## src/rtl/mbd_pkg.sv

```systemverilog
// Shared widths, register indexes and the configuration type of the button debouncer.
package mbd_pkg;

    localparam int TIME_W  = 32;
    localparam int FIELD_W = 9;
    localparam int DEB_W   = 16;
    localparam int CFG_W   = 16;
    localparam int IDX_W   = 1;

    localparam logic [IDX_W-1:0] REG_HOLD_MS       = 1'b0;
    localparam logic [IDX_W-1:0] REG_PRESSED_LEVEL = 1'b1;

    localparam logic [DEB_W-1:0] DEBOUNCE_RESET = 16'd28;
    localparam logic             PRESSED_RESET  = 1'b1;

    typedef struct packed {
        logic [DEB_W-1:0] hold_ms;
        logic             pressed_level;
    } t_cfg;

endpackage

```

## src/rtl/multi_button_debouncer.sv

```systemverilog
// A scan taken in is held in the scan register, and its result is registered in the result register that drives o_*.
// Throughput: one scan per cycle while the output is not stalled; each button's state updates
// as the scan moves from the scan register to the result register.
// Reset (synchronous, active low) clears all button state and the valid flags of both
// pipeline registers, and sets the debounce time to 28 ms and the pressed level to high.
// The block takes a new scan while a finished result is still waiting, if the scan register is empty.
module multi_button_debouncer #(
    parameter int NUM_BUTTONS = 9
) (
    input  logic                        i_clk,
    input  logic                        i_rst_n,
    input  logic                        i_in_valid,
    output logic                        o_in_stall,
    input  logic [mbd_pkg::TIME_W-1:0]  i_now_ms,
    input  logic [mbd_pkg::FIELD_W-1:0] i_raw_levels,
    output logic                        o_out_valid,
    input  logic                        i_out_stall,
    output logic [mbd_pkg::FIELD_W-1:0] o_press_mask,
    output logic [mbd_pkg::FIELD_W-1:0] o_stable_mask,
    input  logic                        i_cfg_we,
    input  logic [mbd_pkg::IDX_W-1:0]   i_cfg_idx,
    input  logic [mbd_pkg::CFG_W-1:0]   i_cfg_wdata
);
    import mbd_pkg::*;

    logic               r_in_valid;
    logic [TIME_W-1:0]  r_now_ms;
    logic [FIELD_W-1:0] r_raw_levels;
    logic               r_out_valid;
    logic [FIELD_W-1:0] r_press_mask;
    logic [FIELD_W-1:0] r_stable_mask;
    logic [DEB_W-1:0]   r_hold_ms;
    logic               r_pressed_level;

    logic                   w_out_free;
    logic                   w_advance;
    logic                   w_in_take;
    t_cfg                   w_cfg;
    logic [NUM_BUTTONS-1:0] w_level;
    logic [NUM_BUTTONS-1:0] w_stable_all;
    logic [NUM_BUTTONS-1:0] w_press_all;
    logic [FIELD_W-1:0]     w_press;
    logic [FIELD_W-1:0]     w_stable;

    assign w_out_free = !r_out_valid || !i_out_stall;
    assign w_advance  = r_in_valid && w_out_free;
    assign o_in_stall = r_in_valid && !w_out_free;
    assign w_in_take  = i_in_valid && !o_in_stall;

    assign w_cfg.hold_ms       = r_hold_ms;
    assign w_cfg.pressed_level = r_pressed_level;

    always_ff @(posedge i_clk) begin
        if (!i_rst_n) begin
            r_hold_ms       <= DEBOUNCE_RESET;
            r_pressed_level <= PRESSED_RESET;
        end else if (i_cfg_we) begin
            case (i_cfg_idx)
                REG_HOLD_MS: begin
                    r_hold_ms <= i_cfg_wdata[DEB_W-1:0];
                end
                REG_PRESSED_LEVEL: begin
                    r_pressed_level <= i_cfg_wdata[0];
                end
                default: begin
                end
            endcase
        end
    end

    always_ff @(posedge i_clk) begin
        if (!i_rst_n) begin
            r_in_valid <= 1'b0;
        end else if (w_in_take) begin
            r_in_valid <= 1'b1;
        end else if (w_advance) begin
            r_in_valid <= 1'b0;
        end
    end

    always_ff @(posedge i_clk) begin
        if (w_in_take) begin
            r_now_ms     <= i_now_ms;
            r_raw_levels <= i_raw_levels;
        end
    end

    genvar gi;
    generate
        for (gi = 0; gi < NUM_BUTTONS; gi++) begin : g_btn
            // Buttons past the input field always read low.
            if (gi < FIELD_W) begin : g_live
                assign w_level[gi] = r_raw_levels[gi];
            end else begin : g_dead
                assign w_level[gi] = 1'b0;
            end

            mbd_button u_button (
                .i_clk         (i_clk),
                .i_rst_n       (i_rst_n),
                .i_advance     (w_advance),
                .i_now_ms      (r_now_ms),
                .i_level       (w_level[gi]),
                .i_cfg         (w_cfg),
                .o_stable_next (w_stable_all[gi]),
                .o_press       (w_press_all[gi])
            );
        end

        for (gi = 0; gi < FIELD_W; gi++) begin : g_field
            if (gi < NUM_BUTTONS) begin : g_used
                assign w_press[gi]  = w_press_all[gi];
                assign w_stable[gi] = w_stable_all[gi];
            end else begin : g_unused
                assign w_press[gi]  = 1'b0;
                assign w_stable[gi] = 1'b0;
            end
        end
    endgenerate

    always_ff @(posedge i_clk) begin
        if (!i_rst_n) begin
            r_out_valid <= 1'b0;
        end else if (w_advance) begin
            r_out_valid <= 1'b1;
        end else if (!i_out_stall) begin
            r_out_valid <= 1'b0;
        end
    end

    always_ff @(posedge i_clk) begin
        if (w_advance) begin
            r_press_mask  <= w_press;
            r_stable_mask <= w_stable;
        end
    end

    assign o_out_valid   = r_out_valid;
    assign o_press_mask  = r_press_mask;
    assign o_stable_mask = r_stable_mask;

    // A scan that leaves the scan register always lands in the result register.
    a_advance_lands: assert property (@(posedge i_clk) disable iff (!i_rst_n)
        w_advance |=> r_out_valid)
        else $error("scan left the scan register without producing a result");

    // A held scan keeps its timestamp until it moves on.
    a_scan_held: assert property (@(posedge i_clk) disable iff (!i_rst_n)
        (r_in_valid && !w_advance) |=> (r_in_valid && $stable(r_now_ms)))
        else $error("held scan was lost or changed");

    // A press transfer only marks buttons whose new stable level is the pressed level.
    a_press_level: assert property (@(posedge i_clk) disable iff (!i_rst_n)
        w_advance |-> ((w_press & (w_stable ^ {FIELD_W{r_pressed_level}})) == '0))
        else $error("press flagged on a button not at the pressed level");

endmodule

```

## src/rtl/mbd_button.sv

```systemverilog
// State and debounce decision for one button.
module mbd_button (
    input  logic                      i_clk,
    input  logic                      i_rst_n,
    input  logic                      i_advance,
    input  logic [mbd_pkg::TIME_W-1:0] i_now_ms,
    input  logic                      i_level,
    input  mbd_pkg::t_cfg             i_cfg,
    output logic                      o_stable_next,
    output logic                      o_press
);
    import mbd_pkg::*;

    logic              r_last_raw;
    logic              r_stable;
    logic [TIME_W-1:0] r_change_time;

    logic              n_last_raw;
    logic              n_stable;
    logic [TIME_W-1:0] n_change_time;
    logic [TIME_W-1:0] w_elapsed;
    logic              w_expired;

    assign w_elapsed = i_now_ms - r_change_time;
    assign w_expired = w_elapsed > {{(TIME_W-DEB_W){1'b0}}, i_cfg.hold_ms};

    // A raw change restarts the timer from the scan's time, and the stable level
    // cannot move in the same scan.
    always_comb begin
        n_last_raw    = r_last_raw;
        n_change_time = r_change_time;
        n_stable      = r_stable;
        o_press       = 1'b0;
        if (i_level != r_last_raw) begin
            n_last_raw    = i_level;
            n_change_time = i_now_ms;
        end else if (w_expired && (i_level != r_stable)) begin
            n_stable = i_level;
            o_press  = (i_level == i_cfg.pressed_level);
        end
    end

    assign o_stable_next = n_stable;

    always_ff @(posedge i_clk) begin
        if (!i_rst_n) begin
            r_last_raw    <= 1'b0;
            r_stable      <= 1'b0;
            r_change_time <= '0;
        end else if (i_advance) begin
            r_last_raw    <= n_last_raw;
            r_stable      <= n_stable;
            r_change_time <= n_change_time;
        end
    end

endmodule
```

## config.mk

```make
export PLATFORM = sky130hd
export DESIGN_NAME = multi_button_debouncer
export DESIGN_NICKNAME = d
export VERILOG_FILES = /design/src/rtl/mbd_pkg.sv /design/src/rtl/multi_button_debouncer.sv /design/src/rtl/mbd_button.sv
export SDC_FILE = /design/constraint.sdc
export NUM_CORES = 2
export LEC_CHECK = 0
export ABC_CLOCK_PERIOD_IN_PS = 11030
export BUFFER_PORTS_ARGS = -buffer_cell sky130_fd_sc_hd__buf_4
export CAP_MARGIN = 15
export CORE_UTILIZATION = 50
export DETAILED_ROUTE_END_ITERATION = 8
export PLACE_DENSITY = 0.66
export REMOVE_ABC_BUFFERS = 1
export SLEW_MARGIN = 10
export SYNTH_ARGS = -nofsm -noshare
export SYNTH_HDL_FRONTEND = slang
export SYNTH_SLANG_ARGS = --single-unit
```

## constraint.sdc

```tcl
create_clock -name i_clk -period 11.03 [get_ports i_clk]
set_input_delay 1.6545 -clock i_clk [delete_from_list [all_inputs] [get_ports i_clk]]
set_output_delay 1.6545 -clock i_clk [all_outputs]
set_load 0.02 [all_outputs]
```

---- Word level (Yosys, flattened, before mapping) ----
Index checks and enable logic that the tools add are counted.
cells by class
  add/subtract/negate cells ............... 9
  $lt $le $gt $ge ......................... 9
  equal/unequal tests ..................... 28
  muxes and demuxes ....................... 22
  bitwise operators ....................... 10
  reductions and logical operators ........ 38
operator list
  kind                  number
  $gt A32 B16 Y1        9
  $sub A32 B32 Y32      9
  $mux W1               22
  $reduce_and A2 Y1     11
  $ne A1 B1 Y1          18
  $reduce_or A2 Y1      9
  $logic_and A1 B1 Y1   12
  $not A1 Y1            10
  $eq A1 B1 Y1          9
  $logic_not A1 Y1      4
  $ne A2 B1 Y1 const B  1
  $reduce_bool A2 Y1    1
  $logic_or A1 B1 Y1    1
storage, ports and cells
  flip-flop bits (word level) ............. 384
  input port bits ......................... 63
  output and inout bits ................... 20
  logic and storage cells ................. 159

---- Logic depth before layout (Yosys ltp) ----
  depth after elaboration ................. 7
  depth in mapped cells ................... 22
  depth with buffers taken out ............ 21

---- Cells and area by module ----
From an unflattened synthesis, not the netlist that was laid out.
unflattened totals
  cell total of the unflattened synthesis .. 5,037
  area, all modules ....................... 37,983.9 µm²
by module, submodules not included
  module                               times used  cells an instance  area an instance (µm²)  sequential area each (µm²)
  mbd_button at g_btn[1].u_button ...  5           557                4,032.6                 680.7
  mbd_button at g_btn[2].u_button      1           559                4,093.9                 680.7
  mbd_button at g_btn[0].u_button      1           524                3,751.1                 680.7
  mbd_button at g_btn[3].u_button      1           524                3,747.3                 680.7
  mbd_button at g_btn[8].u_button      1           504                3,674.8                 680.7
  multi_button_debouncer               1           141                2,553.7                 2,152.1

---- Least setup slack after synthesis ----
No wires, ideal clock.
  kind .................................... register to register
  from .................................... register r_now_ms[1]
  to ...................................... register r_stable_mask[2], in the netlist o_stable_mask[2] (data pin)
  setup time .............................. 257 ps
  arrival time ............................ 4,759 ps
  required time ........................... 10,773 ps
  path slack .............................. 6,014 ps
  cell stages (with the launch flop) ...... 20
  path buffers ............................ 1
  period minus slack after synthesis ...... 5,016 ps
  cells stage by stage .................... edfxtp_1 clkbuf_1 inv_1 fa_1 nor2b_1 o211ai_1 a2111oi_0 nor2_1 xnor2_1 ha_1 a21o_1 a21o_1 a211o_1 o21ai_0 o211ai_1 a2111oi_0 nand4_1 a2111oi_4 mux2i_1 nand2_1
on the way
  cells in the longest elaborated chain, start to end .. 5
RTL lines
  element                                    line                           text
  start, declared                            multi_button_debouncer.sv:27   logic [TIME_W-1:0] r_now_ms;
  start signal, assigned                     multi_button_debouncer.sv:83   r_now_ms <= i_now_ms;
  $sub A32 B32 Y32                           mbd_button.sv:24               assign w_elapsed = i_now_ms - r_change_time;
  $gt A32 B16 Y1                             mbd_button.sv:25               assign w_expired = w_elapsed > {{(TIME_W-DEB_W){1'b0}}, i_cfg.hold_ms};
  $logic_and A1 B1 Y1                        mbd_button.sv:37               end else if (w_expired && (i_level != r_stable)) begin
  $mux W1                                    mbd_button.sv:37
  $mux W1                                    mbd_button.sv:34               if (i_level != r_last_raw) begin
  named net g_btn[2].u_button.o_stable_next  mbd_button.sv:9                output logic o_stable_next,
  end signal, assigned                       multi_button_debouncer.sv:134  r_stable_mask <= w_stable;
  end, declared                              multi_button_debouncer.sv:31   logic [FIELD_W-1:0] r_stable_mask;
The timed path passes the listed nets, and every way through them passes these cells.
A chain may end at the register's enable or synchronous reset.

---- Worst setup path after layout ----
Ends and elaborated chain as after synthesis.

==> flow_summary.toml <==
[outcome]
outcome = "complete, no violations"

[yosys]
synth_top_area_share_pct = 18.6
synth_compound_area_share_pct = 27.9
synth_fa_ha_area_share_pct = 15.6
yosys.area.top_type = "dfxtp_1"
yosys-top-cells-area = "dfxtp_1 (19%), ha_1 (15%), nand2_1 (9.1%)"
yosys_warnings = 0
synth_top_family_by_area = "compound AO/OA/AOI/OAI gates"
synth.distinct_cells = 93
async_flop_share_pct = 0
synth_mux_area_share_pct = 1.10
syn_inst = 4637
synth-simple-area-share_pct = 20.8
synth_flop_cell = "dfxtp_1"
syn_area_mm2 = 0.0350
yosysSeqAreaShare_pct = 23.7
yosys_register_bits = 384
synth_area_per_cell_um2 = 7.55
synth_xor_area_share_pct = 4.48
synth-edff-count = 59

[clock_tree]
tritoncts = "done"
h-tree-depth = 2
cts_resized = 0
ctsHoldBuffers = 0
post-cts-setup-buffers = 0
cts.sinks = 384
insertion_delay_ps = 590
cts-root-buf = "clkbuf_16"
clkTransAtPathRegs_ps = 60
numCtsBuffers = 47
clockBufferDepth = 3

[worst_setup_path]
cp_slowest_stage_delay_ps = 840
timing.reg2reg.setup_slack_ps = 4930
worstReg2RegStart = "r_now_ms[1]$_DFFE_PP_"
reg2reg_to = "o_stable_mask[2]$_DFFE_PP_"
cp.required_ps = 11370
cp_slowest_cell = "a2111oi_0"
crit_chain = "inv_1, fa_1, nor2b_1, o211ai_1, a2111oi_0, nor2_1, xnor2_1, ha_1, a21o_1, a21o_1, a211o_1, o21ai_0, o211ai_1, a2111oi_0, nand4_1, a2111oi_4, mux2i_1, nand2_1"
critPathLaunchType = "flip-flop"
end_kind = "flip-flop"
cp-startpoint = "r_now_ms[1]$_DFFE_PP_"
arrival_ps = 6440
rr_worst_depth = 18
critical_path_class = "flip-flop to flip-flop"
crit_fanout = 19

[power_and_ir_drop]
combPwrFrac_pct = 32.5
pwr-share-seq_pct = 32.7
internal-power_uw = 3040
irDropWorstVdd_uv = 102
p_clk_share_pct = 34.9
power_density_mw_per_mm2 = 122
power.leakage_uw = 0.0147
p_sw_uw = 1600
swShare_pct = 34.4

[flow_run]
maxCapViolations = 0

[hold_path]
worstHoldStart = "g_btn[3].u_button.r_change_time[18]$_SDFFE_PN0P_"
holdCritPathClass = "flip-flop to flip-flop"
hold_depth = 2
hold-path-endpoint = "g_btn[3].u_button.r_change_time[18]$_SDFFE_PN0P_"

[floorplanning]
ios = 83
initial_utilization_pct = 50.8
dieWidth_um = 267
coreArea_mm2 = 0.0689
row_count = 96
die_h_um = 267
die_area_mm2 = 0.0711

[sta]
hold_violations = 0
fmax_ghz = 0.164
layout_min_cycle_time_ps = 6100
skew_ps = 11.4
rsz0062_at_grt = "no"
tightest_slew_ps = 984
finalSetupTns_ps = 0
drv_slew = 0
slew_headroom_pct = 34.4
timing.final.crit_share_pct = 55.3
setup_viol = 0

[drt]
num_vias = 32800
drt-pass1-iter-count = 6
drc = 0
first_iter_violations = 2248
wl_per_cell_um = 18.7
drt_wl_total_um = 104000
via_per_inst = 5.87
final_antenna_net_count = 0

[global_routing]
grtUsageTotal_pct = 28.8
grt-ovfl-total = 0
grt_pass1_wl_um = 164000
grt_max_degree = 163
antenna_found_initial = 2
first_global_vias = 30300

[cells_and_area]
nets = 5113
final_common_cell = "nand2_1"
nFillCells = 6747
finalNonFillerCells = 5586
final_cell_mix = "nand2_1 (852), ha_1 (423), inv_1 (384)"
drive_gt1_share_pct = 6.34
layout-area-overhead-vs-synth_pct = 8.79
n_antenna_cell = 0
postLayoutCellArea_mm2 = 0.0381

[placed_design]
dp.cells = 5498
postPlaceCellArea_mm2 = 0.0365
place_congestion = 0.934
dp_hpwl_um = 73000
portBuffers = 82
[cells by family (layout without fill, tap and decap cells)]
family                   after synthesis  in the layout
AND/OR/NAND/NOR                     1573           1573
AO/OA/AOI/OAI                       1430           1430
buffers and inverters                601            619
adder cells (fa/ha/maj)              432            432
flip-flops                           384            384
XOR/XNOR                             179            179
multiplexers                          38             38
[routing by layer]
layer | vias up | part of all wire (%) | GRT usage [%]
li1 | 16400 | - | -
met1 | 15300 | 44 | 37.1
met2 | 831 | 46 | 48.9
met3 | 218 | 4.7 | 2.59
met4 | 0 | 4.9 | 12.8
met5 | - | 0 | 0
[worst max path at each step]
stage                                       to  slack, ps  cells after the start
floorplan           o_stable_mask[2]$_DFFE_PP_       6090                     18
finish              o_stable_mask[2]$_DFFE_PP_       4930                     18
detailed placement  o_stable_mask[2]$_DFFE_PP_       4790                     18
CTS                 o_stable_mask[2]$_DFFE_PP_       4810                     18
global placement    o_stable_mask[2]$_DFFE_PP_       4870                     18
global route        o_stable_mask[2]$_DFFE_PP_       4230                     18
[sequential cells by signal, indices dropped and copies added (netlist names)]
signal / cells
r_pressed_level: 1
o_out_valid: 1
o_press_mask: 9
r_in_valid: 1
r_hold_ms: 16
r_raw_levels: 9
g_btn.u_button.r_stable: 9
g_btn.u_button.r_last_raw: 9
g_btn.u_button.r_change_time: 288
o_stable_mask: 9
r_now_ms: 32
[critical path: cells and delay by family, from the launching register on]
kind,cells,cell delay (ps)
and+or+nand+nor,4,650
buffers and inverters,1,560
DFF,1,820
xor gates and xnor gates,1,180
AOI/OAI and AO/OA,9,2630
muxes,1,230
adders and majority gates,2,780
[layout make-up]
| type | count | area [um^2] | share of cell area, % |
|---|---|---|---|
| clock buffer | 71 | 1450 | 3.81 |
| clock inverter | 15 | 148 | 0.388 |
| inverter | 385 | 1450 | 3.80 |
| multi-input combinational | 3652 | 24500 | 64.3 |
| sequential | 384 | 8280 | 21.7 |
| tap | 931 | 1160 | 3.06 |
| timing repair buffer | 148 | 1130 | 2.96 |
[stage by stage]
stage | util, % | hold WS, ps | total power, uW | setup slack (ps)
after floorplan | - | 443 | 2630 | 6090
after global placement | 52.9 | 452 | 3010 | 4870
after detailed placement | 52.9 | 458 | 3030 | 4790
after CTS | 55.2 | 466 | 4650 | 4810
after global routing | 55.2 | 478 | 4900 | 4230
final | 55.2 | 463 | 4640 | 4930
[power groups by stage]
stage               Combinational, uW  Sequential, uW  Clock, uW
floorplan                        1060            1560          0
global placement                 1470            1540          0
detailed placement               1480            1550          0
CTS                              1490            1520       1650
global route                     1680            1520       1700
finish                           1510            1520       1620
[cells in the mapped netlist, drive strengths merged (12+ instances only)]
| library cell | instances |
|---|---|
| a2111oi | 17 |
| a211o | 16 |
| a211oi | 34 |
| a21boi | 320 |
| a21o | 160 |
| a21oi | 320 |
| a31o | 12 |
| a31oi | 37 |
| and2 | 36 |
| and3 | 42 |
| and4 | 20 |
| buf | 36 |
| clkbuf | 180 |
| dfxtp | 325 |
| edfxtp | 59 |
| ha | 423 |
| inv | 384 |
| mux2i | 33 |
| nand2 | 853 |
| nand2b | 48 |
| nand3 | 96 |
| nand3b | 13 |
| nand4 | 87 |
| nor2 | 177 |
| nor2b | 52 |
| nor3 | 49 |
| nor4 | 25 |
| o2111ai | 17 |
| o211ai | 46 |
| o21a | 59 |
| o21ai | 200 |
| o21bai | 30 |
| o311ai | 15 |
| o31a | 18 |
| o31ai | 20 |
| or2 | 18 |
| or3 | 21 |
| xnor2 | 106 |
| xor2 | 73 |
Power figures use the tool's default switching activity.
